--- src/sv/rbjq_pkg.sv ---
`timescale 1ns / 1ps

package rbjq_pkg;

    localparam int DEPTH_DEF = 32;

    typedef enum logic [1:0] {
        ACT_ENQ = 2'd0,
        ACT_SEL = 2'd1,
        ACT_REP = 2'd2,
        ACT_BAD = 2'd3
    } action_t;

    // outcome codes
    localparam logic [2:0] OUTC_SUCCESS = 3'd0;
    localparam logic [2:0] OUTC_CLIENT  = 3'd4;
    localparam logic [2:0] OUTC_MISSING = 3'd5;

    // status codes
    localparam logic [2:0] ST_OK      = 3'd0;
    localparam logic [2:0] ST_DUP     = 3'd1;
    localparam logic [2:0] ST_EVICTED = 3'd2;
    localparam logic [2:0] ST_REJECT  = 3'd3;
    localparam logic [2:0] ST_NONE    = 3'd4;

    // register indexes
    localparam logic [1:0] REG_BASE    = 2'd0;
    localparam logic [1:0] REG_MAX     = 2'd1;
    localparam logic [1:0] REG_SPACING = 2'd2;

    typedef struct packed {
        action_t     action;
        logic [31:0] now_time;
        logic [31:0] job_key;
        logic [31:0] job_tag;
        logic [2:0]  outcome;
        logic        key_zero;
    } cmd_t;

    typedef struct packed {
        logic [31:0] key;
        logic [31:0] tag;
        logic [31:0] queue_time;
        logic [31:0] retry_time;
        logic [7:0]  retries;
    } entry_t;

    typedef struct packed {
        logic [15:0] base_delay;
        logic [15:0] max_delay;
        logic [15:0] spacing;
    } cfg_t;

endpackage

--- src/sv/rbjq_in_if.sv ---
`timescale 1ns / 1ps

interface rbjq_in_if;
    logic        valid;
    logic        ready;
    logic [1:0]  action;
    logic [31:0] now_time;
    logic [31:0] job_key;
    logic [31:0] job_tag;
    logic [2:0]  outcome;

    modport source (output valid, action, now_time, job_key, job_tag, outcome, input ready);
    modport sink (input valid, action, now_time, job_key, job_tag, outcome, output ready);
endinterface

--- src/sv/rbjq_front.sv ---
`timescale 1ns / 1ps

module rbjq_front (
    input  logic          clk,
    input  logic          rst_n,
    rbjq_in_if.sink       job_in,
    output logic          cmd_valid,
    output rbjq_pkg::cmd_t cmd,
    input  logic          cmd_ready
);
    import rbjq_pkg::*;

    logic valid_reg;
    cmd_t cmd_reg;

    assign job_in.ready = !valid_reg || cmd_ready;
    assign cmd_valid    = valid_reg;
    assign cmd          = cmd_reg;

    always_ff @(posedge clk or negedge rst_n)
    begin
        if (!rst_n)
        begin
            valid_reg <= 1'b0;
        end
        else if (job_in.ready)
        begin
            valid_reg <= job_in.valid;
        end
    end

    // decode and classify the item
    always_ff @(posedge clk)
    begin
        if (job_in.valid && job_in.ready)
        begin
            cmd_reg.action   <= action_t'(job_in.action);
            cmd_reg.now_time <= job_in.now_time;
            cmd_reg.job_key  <= job_in.job_key;
            cmd_reg.job_tag  <= job_in.job_tag;
            cmd_reg.outcome  <= job_in.outcome;
            cmd_reg.key_zero <= (job_in.job_key == 32'd0);
        end
    end

endmodule

--- src/flat_wrapper.sv ---
// flat-port wrapper written by rule: the top's interface ports become plain ports
module rbjq_front_flat import rbjq_pkg::*;
  (clk, rst_n, cmd_valid, cmd, cmd_ready, job_in_valid, job_in_action, job_in_now_time, job_in_job_key, job_in_job_tag, job_in_outcome, job_in_ready);
  rbjq_in_if job_in_i ();
  input  logic clk;
  input  logic rst_n;
  output logic cmd_valid;
  output rbjq_pkg::cmd_t cmd;
  input  logic cmd_ready;
  input wire logic [$bits(job_in_i.valid)-1:0] job_in_valid;
  input wire logic [$bits(job_in_i.action)-1:0] job_in_action;
  input wire logic [$bits(job_in_i.now_time)-1:0] job_in_now_time;
  input wire logic [$bits(job_in_i.job_key)-1:0] job_in_job_key;
  input wire logic [$bits(job_in_i.job_tag)-1:0] job_in_job_tag;
  input wire logic [$bits(job_in_i.outcome)-1:0] job_in_outcome;
  output wire logic [$bits(job_in_i.ready)-1:0] job_in_ready;
  assign job_in_i.valid = job_in_valid;
  assign job_in_i.action = job_in_action;
  assign job_in_i.now_time = job_in_now_time;
  assign job_in_i.job_key = job_in_job_key;
  assign job_in_i.job_tag = job_in_job_tag;
  assign job_in_i.outcome = job_in_outcome;
  assign job_in_ready = job_in_i.ready;
  rbjq_front u_core (.clk(clk), .rst_n(rst_n), .job_in(job_in_i), .cmd_valid(cmd_valid), .cmd(cmd), .cmd_ready(cmd_ready));
endmodule
--- config.mk ---
export PLATFORM = sky130hd
export DESIGN_NAME = rbjq_front_flat
export DESIGN_NICKNAME = d
export VERILOG_FILES = /design/src/sv/rbjq_pkg.sv /design/src/sv/rbjq_in_if.sv /design/src/sv/rbjq_front.sv /design/src/flat_wrapper.sv
export SDC_FILE = /design/constraint.sdc
export NUM_CORES = 1
export LEC_CHECK = 0
export BUFFER_PORTS_ARGS = -buffer_cell sky130_fd_sc_hd__clkbuf_2
export CELL_PAD_IN_SITES_DETAIL_PLACEMENT = 0
export CELL_PAD_IN_SITES_GLOBAL_PLACEMENT = 1
export CORE_AREA = 8 8 111 113
export DETAILED_ROUTE_END_ITERATION = 8
export DIE_AREA = 0 0 119 121
export HOLD_SLACK_MARGIN = 0.1
export PLACE_DENSITY = 0.79
export SLEW_MARGIN = 10
export SYNTH_ARGS = -nofsm -noshare
export SYNTH_HDL_FRONTEND = slang
export SYNTH_SLANG_ARGS = --single-unit
--- constraint.sdc ---
create_clock -name clk -period 6.5 [get_ports clk]
set_input_delay 0.325 -clock clk [delete_from_list [all_inputs] [get_ports clk]]
set_output_delay 0.325 -clock clk [all_outputs]
set_load 0.02 [all_outputs]
==> results.sh <==
export IMPL_start_kind="register"
export IMPL_timing_final_crit_share_pct=32.92
export IMPL_overflow=0
export IMPL_grt_pass1_vias=2225
export IMPL_relSlewSlack_pct=50.16
export IMPL_yosys_top_cells_area="edfxtp_1 96%, nor4_1 1.4%, dfrtp_1 0.79%"
export IMPL_track_usage_pct=11.74
export IMPL_synth_area_um2=3179
export IMPL_cp_arrival_ns=2.12
export IMPL_rows=38
export IMPL_p_leak_uw=0.001960
export IMPL_die_x_um=119
export IMPL_drive_gt1_share_pct=65.70
export IMPL_highest_layer="met4"
export IMPL_grt_max_degree=63
export IMPL_wl_per_cell_um=17.76
export IMPL_yosysSeqAreaShare_pct=97.13
export IMPL_initial_utilization_pct=29.99
export IMPL_die_area_um2=14400
export IMPL_drt_total_wl_um=8596
export IMPL_cts_sinks=103
export IMPL_postCtsSetupBuffers=0
export IMPL_drtPass1Iterations=4
export IMPL_viasPerCell=4.190
export IMPL_synth_warning_count=0
export IMPL_maxClockFrequency_mhz=467.4
export IMPL_cts_tree="done"
export IMPL_core_area_um2=10600
export IMPL_grt_antenna_before_repair=0
export IMPL_peakVddDrop_mv=0.1005
export IMPL_cts_buffer_depth=2
export IMPL_r2r_cells=3
export IMPL_met1_length_um=3308
export IMPL_die_height_um=121
export IMPL_synth_area_per_cell_um2=27.17
export IMPL_hold_violations=0
export IMPL_outcome="completed"
export IMPL_rsz0062_at_grt="false"
export IMPL_whs_path_depth=1
export IMPL_portBuffers=208
export IMPL_syn_nets=222
export IMPL_drtIter0Drc=138
export IMPL_diodes=0
export IMPL_cts_root_buf="clkbuf_8"
export IMPL_critPathKind="register to register"
export IMPL_io_pins=209
export IMPL_period_minus_slack_ns=2.140
export IMPL_antenna_left=0
export IMPL_required_ns=6.48
export IMPL_largest_reg_flops=102
export IMPL_clock_skew_ns=0.005551
export IMPL_nFillCells=994
export IMPL_synth_largest_area_cell="edfxtp_1"
export IMPL_cts_max_level=3
export IMPL_maxCapViolCount=0
export IMPL_cts_buffers=9
export IMPL_cp_max_fo=62
export IMPL_hp_class="input pin to register"
export IMPL_grt_pass1_wl_um=12790
export IMPL_endpoint_kind="register"
export IMPL_synthCells=117
export IMPL_clk_pin_slew_ns=0.10
export IMPL_setup_viol=0
export IMPL_layout_nets=444
export IMPL_slew_violations=0
export IMPL_yosysTopAreaCellShare_pct=96.34
export IMPL_clkLatencyLatePin_ns=0.35
export IMPL_gp_congestion=0.7441
export IMPL_fin_tns_setup_ns=0
export IMPL_dr_wl_met2_um=4084
export IMPL_rrSetupSlack_ns=4.36
export IMPL_dr_wl_met3_um=1128
export IMPL_power_density_nw_per_um2=278.2
export IMPL_tightest_slew_ns=0.7476
export IMPL_synth_cell_type_count=8
export IMPL_drcViolationCount=0
export IMPL_num_vias=2028
export IMPL_area_growth_pct=44.86
export IMPL_synth_seq_cells=103
export IMPL_fin_util_pct=43.44
-- cells by family after synthesis --
family and share of synthesized area (%):
DFF 97.13, and+or+nand+nor 2.873
-- critical path, stage by stage (launching register included) --
cell	delay, ns
dfrtp_1	0.39
nand2b_1	0.12
and2_4	0.51
buf_4	0.69
-- per-layer routing --
metal | vias to the layer above | GRT usage, %
li1 | 930 | -
met1 | 956 | 12.86
met2 | 135 | 18.69
met3 | 7 | 6.887
met4 | 0 | 4.032
met5 | - | 0
-- where the power goes --
group          internal, µW  leakage (µW)  switching [µW]
clock                   143     0.0000854             221
sequential              774      0.000983            9.31
combinational          46.3      0.000892            88.1
total                   963       0.00196             318
-- path summary, 6_finish.rpt --
kind / start / endpoint
max: u_core.cmd_valid / u_core.cmd[70]
min: job_in_job_tag[12] / u_core.cmd[16]
max reg2reg: u_core.cmd_valid / u_core.cmd[70]
min reg2reg: u_core.cmd_valid / u_core.cmd_valid
max in group asynchronous: rst_n / u_core.cmd_valid
min in group asynchronous: rst_n / u_core.cmd_valid
-- area by class of cell --
class / count / area [µm²] / area share [%]
sequential: 103 / 3088 / 67.05
timing repair buffer: 211 / 1069 / 23.20
tap: 140 / 175.2 / 3.803
clock buffer: 9 / 123.9 / 2.689
multi-input combinational: 14 / 93.84 / 2.037
clock inverter: 7 / 56.30 / 1.222
-- synthesized netlist by cell type --
cell / number
and2_1: 1
dfrtp_1: 1
edfxtp_1: 102
nand2b_1: 2
nand4_1: 2
nor2_1: 1
nor4_1: 7
nor4_2: 1
-- layout by cell type, fill, tap and decap left out --
master         netlist  routed
and2_4               0       1
buf_4                0       1
clkbuf_2             0     208
clkbuf_8             0       9
clkinv_1             0       1
clkinv_4             0       2
clkinvlp_4           0       2
dfrtp_1              1       1
dlygate4sd3_1        0       2
edfxtp_1           102     102
inv_6                0       1
inv_8                0       1
nand2b_1             2       2
nand4_1              2       2
nor2_1               1       1
nor4_1               7       7
nor4_2               1       1
-- metrics by stage --
stage                     setup WS [ns]  std cells  hold WS, ns  area [µm²]  power, µW
after global placement            4.329        466       0.1014        4405      930.5
after CTS                         4.325        483       0.1007        4596       1307
final                             4.360        484       0.1374        4606       1281
after global routing              4.187        484       0.1001        4606       1340
after detailed placement          4.270        466       0.1019        4405      935.2
after floorplan                   2.925        117      0.02941        3179      861.1
-- what timing repair did --
action | in CTS | in global routing
hold buffers | 1 | 1
hold endpoints to repair | 1 | 1
resized for setup | 0 | 0
No activity file was read; power rests on OpenSTA's default activity.
