File: config.mk
export PLATFORM = sky130hd
export DESIGN_NAME = rbjq_queue
export DESIGN_NICKNAME = d
export VERILOG_FILES = /design/src/sv/rbjq_pkg.sv /design/src/sv/rbjq_queue.sv
export SDC_FILE = /design/constraint.sdc
export NUM_CORES = 1
export LEC_CHECK = 0
export ABC_AREA = 1
export BUFFER_PORTS_ARGS = -buffer_cell sky130_fd_sc_hd__buf_2
export CAP_MARGIN = 20
export CORE_MARGIN = 3
export CORE_UTILIZATION = 40
export CTS_CLUSTER_DIAMETER = 200
export CTS_CLUSTER_SIZE = 16
export DETAILED_ROUTE_END_ITERATION = 10
export GPL_TIMING_DRIVEN = 0
export PLACE_DENSITY = 0.66
export REMOVE_ABC_BUFFERS = 1
export SLEW_MARGIN = 20
export SYNTH_ARGS = -nofsm -noshare
export SYNTH_HDL_FRONTEND = slang
export SYNTH_SLANG_ARGS = --single-unit
File: constraint.sdc
create_clock -name clk -period 13.7 [get_ports clk]
set_clock_uncertainty 0.2 [all_clocks]
set_input_delay 3.425 -clock clk [delete_from_list [all_inputs] [get_ports clk]]
set_output_delay 3.425 -clock clk [all_outputs]
set_load 0.1 [all_outputs]
File: src/sv/rbjq_pkg.sv
`timescale 1ns / 1ps

package rbjq_pkg;

    localparam int DEPTH_DEF = 32;

    typedef enum logic [1:0] {
        ACT_ENQ = 2'd0,
        ACT_SEL = 2'd1,
        ACT_REP = 2'd2,
        ACT_BAD = 2'd3
    } action_t;

    // outcome codes
    localparam logic [2:0] OUTC_SUCCESS = 3'd0;
    localparam logic [2:0] OUTC_CLIENT  = 3'd4;
    localparam logic [2:0] OUTC_MISSING = 3'd5;

    // status codes
    localparam logic [2:0] ST_OK      = 3'd0;
    localparam logic [2:0] ST_DUP     = 3'd1;
    localparam logic [2:0] ST_EVICTED = 3'd2;
    localparam logic [2:0] ST_REJECT  = 3'd3;
    localparam logic [2:0] ST_NONE    = 3'd4;

    // register indexes
    localparam logic [1:0] REG_BASE    = 2'd0;
    localparam logic [1:0] REG_MAX     = 2'd1;
    localparam logic [1:0] REG_SPACING = 2'd2;

    typedef struct packed {
        action_t     action;
        logic [31:0] now_time;
        logic [31:0] job_key;
        logic [31:0] job_tag;
        logic [2:0]  outcome;
        logic        key_zero;
    } cmd_t;

    typedef struct packed {
        logic [31:0] key;
        logic [31:0] tag;
        logic [31:0] queue_time;
        logic [31:0] retry_time;
        logic [7:0]  retries;
    } entry_t;

    typedef struct packed {
        logic [15:0] base_delay;
        logic [15:0] max_delay;
        logic [15:0] spacing;
    } cfg_t;

endpackage

File: src/sv/rbjq_queue.sv
`timescale 1ns / 1ps

module rbjq_queue (
    input  logic           clk,
    input  logic           rst_n,
    input  logic           push_valid,
    input  rbjq_pkg::cmd_t push_cmd,
    output logic           push_ready,
    output logic           pop_valid,
    output rbjq_pkg::cmd_t pop_cmd,
    input  logic           pop_ready
);
    import rbjq_pkg::*;

    cmd_t       slot_reg [2];
    logic       wr_ptr_reg;
    logic       rd_ptr_reg;
    logic [1:0] fill_reg;
    logic       push;
    logic       pop;

    assign push_ready = (fill_reg != 2'd2);
    assign pop_valid  = (fill_reg != 2'd0);
    assign pop_cmd    = slot_reg[rd_ptr_reg];
    assign push       = push_valid && push_ready;
    assign pop        = pop_valid && pop_ready;

    always_ff @(posedge clk or negedge rst_n)
    begin
        if (!rst_n)
        begin
            wr_ptr_reg <= 1'b0;
            rd_ptr_reg <= 1'b0;
            fill_reg   <= 2'd0;
        end
        else
        begin
            if (push)
            begin
                wr_ptr_reg <= !wr_ptr_reg;
            end
            if (pop)
            begin
                rd_ptr_reg <= !rd_ptr_reg;
            end
            if (push && !pop)
            begin
                fill_reg <= fill_reg + 2'd1;
            end
            else if (pop && !push)
            begin
                fill_reg <= fill_reg - 2'd1;
            end
        end
    end

    always_ff @(posedge clk)
    begin
        if (push)
        begin
            slot_reg[wr_ptr_reg] <= push_cmd;
        end
    end

endmodule

==> results of run 1 <==
==> cell families after synthesis <==
| kind of cell | count (synthesis) |
|---|---|
| flip-flops | 208 |
| AND/OR/NAND/NOR | 321 |
| buffers and inverters | 30 |
| adder cells (fa/ha/maj) | 1 |
| XOR/XNOR | 2 |
==> cell usage in the layout, fill, tap and decap left out, drive strengths merged <==
| master | n |
|---|---|
| nand3 | 2 |
| clkbuf | 28 |
| xnor2 | 1 |
| nand2 | 316 |
| xor2 | 1 |
| nor2 | 2 |
| inv | 7 |
| nand4 | 1 |
| ha | 1 |
| buf | 220 |
| edfxtp | 204 |
| diode | 1 |
| dfrtp | 4 |
==> through the flow <==
stage                     cells  worst slack [ps]
after CTS                  1021              7438
final                      1022              7478
after global routing       1022              7292
after detailed placement    993              7944
after global placement      982              2343
after floorplan             539              5092
==> final cells by class <==
| class | instances | share of cell area, % |
|---|---|---|
| flip-flops and latches | 208 | 64.86 |
| repair buffers | 220 | 13.81 |
| multi-input cells | 324 | 13.07 |
| clock buffers | 28 | 4.859 |
| well taps | 234 | 3.048 |
| inverters | 7 | 0.3257 |
| diodes | 1 | 0.02606 |
==> path summary, 6_finish.rpt <==
path,slack [ps],to,cells after the start,startpoint
min in group asynchronous,2560,fill_reg[0],1,rst_n
hold reg to reg,310,fill_reg[1],2,fill_reg[1]
hold / removal,310,fill_reg[1],2,fill_reg[1]
setup / recovery,7480,pop_cmd[81],5,rd_ptr_reg
max in group asynchronous,10610,rd_ptr_reg,1,rst_n
setup reg to reg,11360,slot_reg[1][43],6,fill_reg[0]
==> critical path, delay by kind of cell, from the launching register on <==
family,cells,cell delay (ps)
buffers and inverters,3,1170
DFF,1,720
and+or+nand+nor,2,180
==> metal layers <==
layer / up-vias / routed length (um) / GRT usage, %
met3: 21 / 1112 / 3.538
met1: 2224 / 6108 / 16.37
met5: - / 0 / 0
met4: 0 / 227 / 4.075
li1: 2319 / - / -
met2: 156 / 7674 / 24.16
==> results.ini, run 1 <==
[layout]
n_fill_cell = 1602
syn2layout_area_growth_pct = 25.10
largest_register_ffs = 204
final_area_mm2 = 0.009604
final_util_pct = 51.17
multiInputGateArea_mm2 = 0.001255
final-seq-area_mm2 = 0.006230
nets = 884
drive_gt1_share_pct = 30.62

[sta]
rsz0062_at_grt = no
worst_slew_pin_slew_ps = 753.1
fin_crit_sh_pct = 45.42
fin_setup_tns_ps = 0
maxSlewViolCount = 0
max_freq_mhz = 160.7
finalHoldViolations = 0
holdWs_ps = 308.5
finalSetupViolCount = 0
fin_crit_ps = 6222
maxSlewHeadroom_pct = 49.67

[drt]
routed_wl_um = 15120
drt_iter0_drc = 171
route.detailed.drc = 0
num_vias = 4720
ant_nets = 0
routed_via_density = 4.618
wire_per_inst_um = 14.80
first_pass_iters = 4

[floorplanning]
core_area_mm2 = 0.01877
std_cell_rows = 50
io_pins = 210
fp.dieW_um = 144.5
fp.dieH_um = 144.5
dieArea_mm2 = 0.02089
start_util_pct = 40.91

[clock_network]
cts_resized = 0
clk_pin_slew_worst_paths_ps = 70
clk_path_buf_depth = 3
htreeDepth = 1
cts_buffers = 16
cts_root_buf = clkbuf_16
clkSinkCount = 208
clock_latency_ps = 460
ctsHoldBuffers = 0
cts_tree = done
post_cts_buffers = 0

[global_routing]
globalRoute.totalOverflow = 0
first_global_vias = 4481
grt_first_pass_wirelength_um = 22290
track_usage_pct = 13.63
antenna_found_initial = 1
grt_max_degree = 57

[critical_path]
crit_path_cell_trace = inv_6, buf_16, nand2_1, nand2_1, buf_2
cp.required_ps = 10070
cp-end-kind = primary output
critPathKind = reg2out
worstPathArrival_ps = 2600
crit_path_max_incr_delay_ps = 720
path_max_fanout = 53
critPathSlowestCell = dfrtp_4
cp-start-kind = register
cp_common_cell = nand2_1

[synthesis]
synth_top_family_by_area = simple AND/OR/NAND/NOR gates
synth_top_area_share_pct = 79.79
synth_edf_count = 204
netlist_area_mm2 = 0.007677
synth_compound_area_share_pct = 0
yosys.area_share.simple_pct = 15.76
yosys-top-cells-count = 316 x nand2_1, 204 x edfxtp_1, 8 x buf_4, 8 x buf_6, 7 x buf_2
synth-adder-area-share_pct = 0.1630
ys_seq_area_share_pct = 81.10
synthMostInstantiatedCell = nand2_1
async_reset_ff_share_pct = 1.923
synth-xor-area-share_pct = 0.2282
ys.flop_type = edfxtp_1
synthTopCellsByArea = edfxtp_1 80%, nand2_1 15%, dfrtp_1 1.3%
syn_avg_cell_area_um2 = 13.66
synth_cells = 562
ys_ff_latch = 208
synth_largest_area_cell = edfxtp_1
yosysWarnings = 0
synth.distinct_cells = 14
synth_mux_area_share_pct = 0

[outcome]
status = complete, no violations

[run]
maxCapViolCount = 0

[placed_design]
dpl-instance-area_mm2 = 0.009135
place_hpwl_um = 9929
place.gp.congestion = 0.7156
io_buffers = 209

[hold_path]
hold_path_class = reg2reg

Power of run 1 is not shown: default switching activity piles up to over one toggle a cycle in this logic, so the estimate is an artifact.
==> run 2: changes to the inputs <==
PLACE_DENSITY = 0.68   (was 0.66)
clock period = 5.2 ns   (was 13.7 ns; I/O delays follow)
==> results.ini, run 2 (synthesis gave the netlist of run 1 again) <==
[outcome]
status = complete, no violations

[critical_path]
cp-end-kind = primary output
r2r_slack_ps = 2810
critPathSlowestCell = dfrtp_4
worstPathArrival_ps = 2520
critPathKind = reg2out
path_max_fanout = 66
crit_path_max_incr_delay_ps = 710
reg2reg_depth = 8
cp.required_ps = 3700
crit_path_cell_trace = inv_6, buf_16, nand2_1, nand2_1, buf_2
cp-start-kind = register
cp_common_cell = nand2_1

[sta]
holdWs_ps = 295.3
fin_crit_sh_pct = 77.26
maxSlewHeadroom_pct = 61.37
maxSlewViolCount = 0
fin_crit_ps = 4018
finalHoldViolations = 0
finalSetupViolCount = 0
max_freq_mhz = 248.9
worst_slew_pin_slew_ps = 579.4
rsz0062_at_grt = no

[drt]
routed_via_density = 4.633
num_vias = 4712
route.detailed.drc = 0
routed_wl_um = 15510
first_pass_iters = 4
highest_layer = met5
met2WireLength_um = 7763
wl_met1_um = 6208
wl_met3_um = 1172
ant_nets = 0
wire_per_inst_um = 15.25
drt_iter0_drc = 189

[floorplanning]
dieArea_mm2 = 0.02089
fp.dieH_um = 144.5
std_cell_rows = 50
core_area_mm2 = 0.01877
start_util_pct = 40.91
io_pins = 210
fp.dieW_um = 144.5

[layout]
final_area_mm2 = 0.009649
nets = 886
final_util_pct = 51.41
drive_gt1_share_pct = 31.03
syn2layout_area_growth_pct = 25.68
multiInputGateArea_mm2 = 0.001255
final-seq-area_mm2 = 0.006230
n_antenna_cell = 0
largest_register_ffs = 204
n_fill_cell = 1583
mostFrequentLayoutCell = nand2_1
final_cell_mix = 316 x nand2_1, 209 x buf_2, 204 x edfxtp_1

[clock_network]
post_cts_buffers = 0
clk_pin_slew_worst_paths_ps = 70
clkSinkCount = 208
cts_buffers = 16
clock_latency_ps = 460
ctsHoldBuffers = 0
cts_resized = 0
cts_tree = done
htreeDepth = 1
cts_root_buf = clkbuf_16
clk_path_buf_depth = 3

[global_routing]
track_usage_pct = 14.01
grt_max_degree = 67
antenna_found_initial = 2
globalRoute.totalOverflow = 0
grt_first_pass_wirelength_um = 22990
first_global_vias = 4520

[hold_path]
hold_path_class = reg2reg
min_path_cells = 1

[placed_design]
place_hpwl_um = 10130
place.gp.congestion = 0.6933
dpl-instance-area_mm2 = 0.009205
io_buffers = 209

[run]
maxCapViolCount = 0

## run 2: cell types whose count changed in the layout (fill, tap and decap cells not counted)
cell,delta
buf_12,-2
buf_16,+4
clkbuf_1,-6
diode_2,-1
## run 2: path summary, 6_finish.rpt
check,end,from
worst max-delay path,pop_cmd[75],rd_ptr_reg
worst min-delay path,fill_reg[0],fill_reg[0]
worst max register to register,slot_reg[1][50],fill_reg[0]
worst min register to register,fill_reg[0],fill_reg[0]
max in group asynchronous,rd_ptr_reg,rst_n
min in group asynchronous,rd_ptr_reg,rst_n
## run 2: area by class of cell
cell class	instances	area share, %
flip-flops and latches	208	64.56
repair buffers	222	14.47
clock buffers	22	4.603
well taps	234	3.034
multi-input cells	324	13.01
inverters	7	0.3242
## run 2: critical path, delay by kind of cell (launching register included)
| kind | cells | cell delay [ps] |
|---|---|---|
| AND/OR/NAND/NOR | 2 | 170 |
| flip-flops | 1 | 710 |
| buffers and inverters | 3 | 1110 |
## run 2: layer usage
layer | GRT usage [%] | vias up
li1 | - | 2317
met1 | 16.95 | 2202
met2 | 24.75 | 159
met3 | 4.001 | 30
met4 | 3.535 | 4
met5 | 0 | -
## run 2: per-stage QoR
step           instances  setup TNS (ps)  worst slack (ps)
2_1_floorplan        539         -261740             -1283
3_3_place_gp         982        -1061400             -3983
3_5_place_dp         995               0              1643
4_1_cts             1017               0              1116
5_1_grt             1017               0              1025
6_report            1017               0              1182
Power of run 2 is left out for the same reason.
==> run 3: changes to the inputs <==
ABC_AREA = 0   (was 1)
PLACE_DENSITY = 0.66   (was 0.68)
clock period = 3.8 ns   (was 5.2 ns; I/O delays follow)
==> results.ini, run 3 <==
[outcome]
status = complete, no violations

[floorplanning]
fp.dieW_um = 143.6
dieArea_mm2 = 0.02061
io_pins = 210
start_util_pct = 41.43
fp.dieH_um = 143.6
std_cell_rows = 49
core_area_mm2 = 0.01827

[global_routing]
grt_max_degree = 53
first_global_vias = 4171
grt_first_pass_wirelength_um = 21380
track_usage_pct = 13.13
antenna_found_initial = 2
globalRoute.totalOverflow = 0

[layout]
mostFrequentLayoutCell = buf_2
final_area_mm2 = 0.009435
nets = 665
n_antenna_cell = 0
syn2layout_area_growth_pct = 24.64
stdcell_count = 792
drive_gt1_share_pct = 60.21
final_cell_mix = 209 x buf_2, 204 x edfxtp_1, 102 x mux2_2
largest_register_ffs = 204

[sta]
holdWs_ps = 83.29
maxSlewViolCount = 0
max_freq_mhz = 281.4
worst_slew_pin_slew_ps = 744.9
finalHoldViolations = 0
finalSetupViolCount = 0
fin_crit_ps = 3554
rsz0062_at_grt = no
fin_crit_sh_pct = 93.53
maxSlewHeadroom_pct = 50.34
fin_setup_tns_ps = 0

[placed_design]
place_hpwl_um = 9463
io_buffers = 209
place.gp.congestion = 0.7220
dpl-instance-area_mm2 = 0.008987
post-place-cells = 769

[synthesis]
synthTopCellsByArea = edfxtp_1 81%, mux2_2 15%, dfrtp_1 1.3%
netlist_area_mm2 = 0.007570
synth.distinct_cells = 15
synthMostInstantiatedCell = edfxtp_1
async_reset_ff_share_pct = 1.923
syn_avg_cell_area_um2 = 22.60
ys.flop_type = edfxtp_1
synth_largest_area_cell = edfxtp_1
synth_edf_count = 204
yosys-top-cells-count = 204 x edfxtp_1, 102 x mux2_2, 7 x buf_6
ys_ff_latch = 208
yosysWarnings = 0
synth_cells = 335
ys_seq_area_share_pct = 82.25
synth_top_area_share_pct = 80.93

[hold_path]
hold_path_class = in2async

[clock_network]
htreeDepth = 1
post_cts_buffers = 0
cts_root_buf = clkbuf_16
clkSinkCount = 208
ctsHoldBuffers = 0
clk_path_buf_depth = 3
cts_resized = 0
clk_pin_slew_worst_paths_ps = 70
clock_latency_ps = 460
cts_buffers = 16
cts_tree = done

[drt]
drt_iter0_drc = 129
first_pass_iters = 4
num_vias = 3767
routed_wl_um = 14030
ant_nets = 0
route.detailed.drc = 0
wire_per_inst_um = 17.71
routed_via_density = 4.756

[critical_path]
cp.required_ps = 2650
r2r_slack_ps = 1650
cp-start-kind = register
path_max_fanout = 52
cp-end-kind = primary output
critPathKind = reg2out
worstPathArrival_ps = 2400

[run]
maxCapViolCount = 0

==> run 3: cell count changes after synthesis, moves of 4 or more <==
cell,previous run,this run
buf_2,7,3
mux2_2,0,102
inv_1,6,1
nand2_1,316,2
buf_4,8,1
==> run 3: logic make-up after synthesis <==
kind of cell / share of synthesized area, %
muxes: 15.17
and+or+nand+nor: 0.4465
adders and majority gates: 0.1653
buffers and inverters: 1.388
xor gates and xnor gates: 0.5786
DFF: 82.25
==> run 3: area by class of cell <==
class / instances / area (um^2)
well taps: 229 / 286.5
inverters: 1 / 3.754
repair buffers: 216 / 1216
fillers: 1472 / 8835
clock buffers: 23 / 447.9
multi-input cells: 115 / 1251
flip-flops and latches: 208 / 6230
==> run 3: per-layer routing <==
layer	global-route usage, %	wire (um)	vias up
met4	3.865	292	4
met1	15.25	5344	1827
met5	0	38	-
met2	23.09	7058	138
li1	-	-	1772
met3	4.526	1292	26
==> run 3: final timing paths <==
check,start,endpoint,cells past startpoint
setup / recovery,rd_ptr_reg,pop_cmd[94],3
hold / removal,rst_n,fill_reg[0],1
setup reg to reg,fill_reg[0],slot_reg[0][12],5
hold reg to reg,fill_reg[1],fill_reg[1],1
max in group asynchronous,rst_n,rd_ptr_reg,1
min in group clk,fill_reg[1],fill_reg[1],1
==> run 3: per-stage QoR <==
stage	utilization, %	worst slack [ps]
after floorplan	-	-2702
after global placement	48.17	-4543
after detailed placement	49.19	675.4
after CTS	51.64	160.9
after global routing	51.64	86.84
final	51.64	245.7
==> run 3: critical path, cell delays in order, from the launching register on <==
cell     delay, ps
dfrtp_4        880
buf_16         340
mux2_2         370
buf_2          300
Power of run 3 is left out for the same reason.
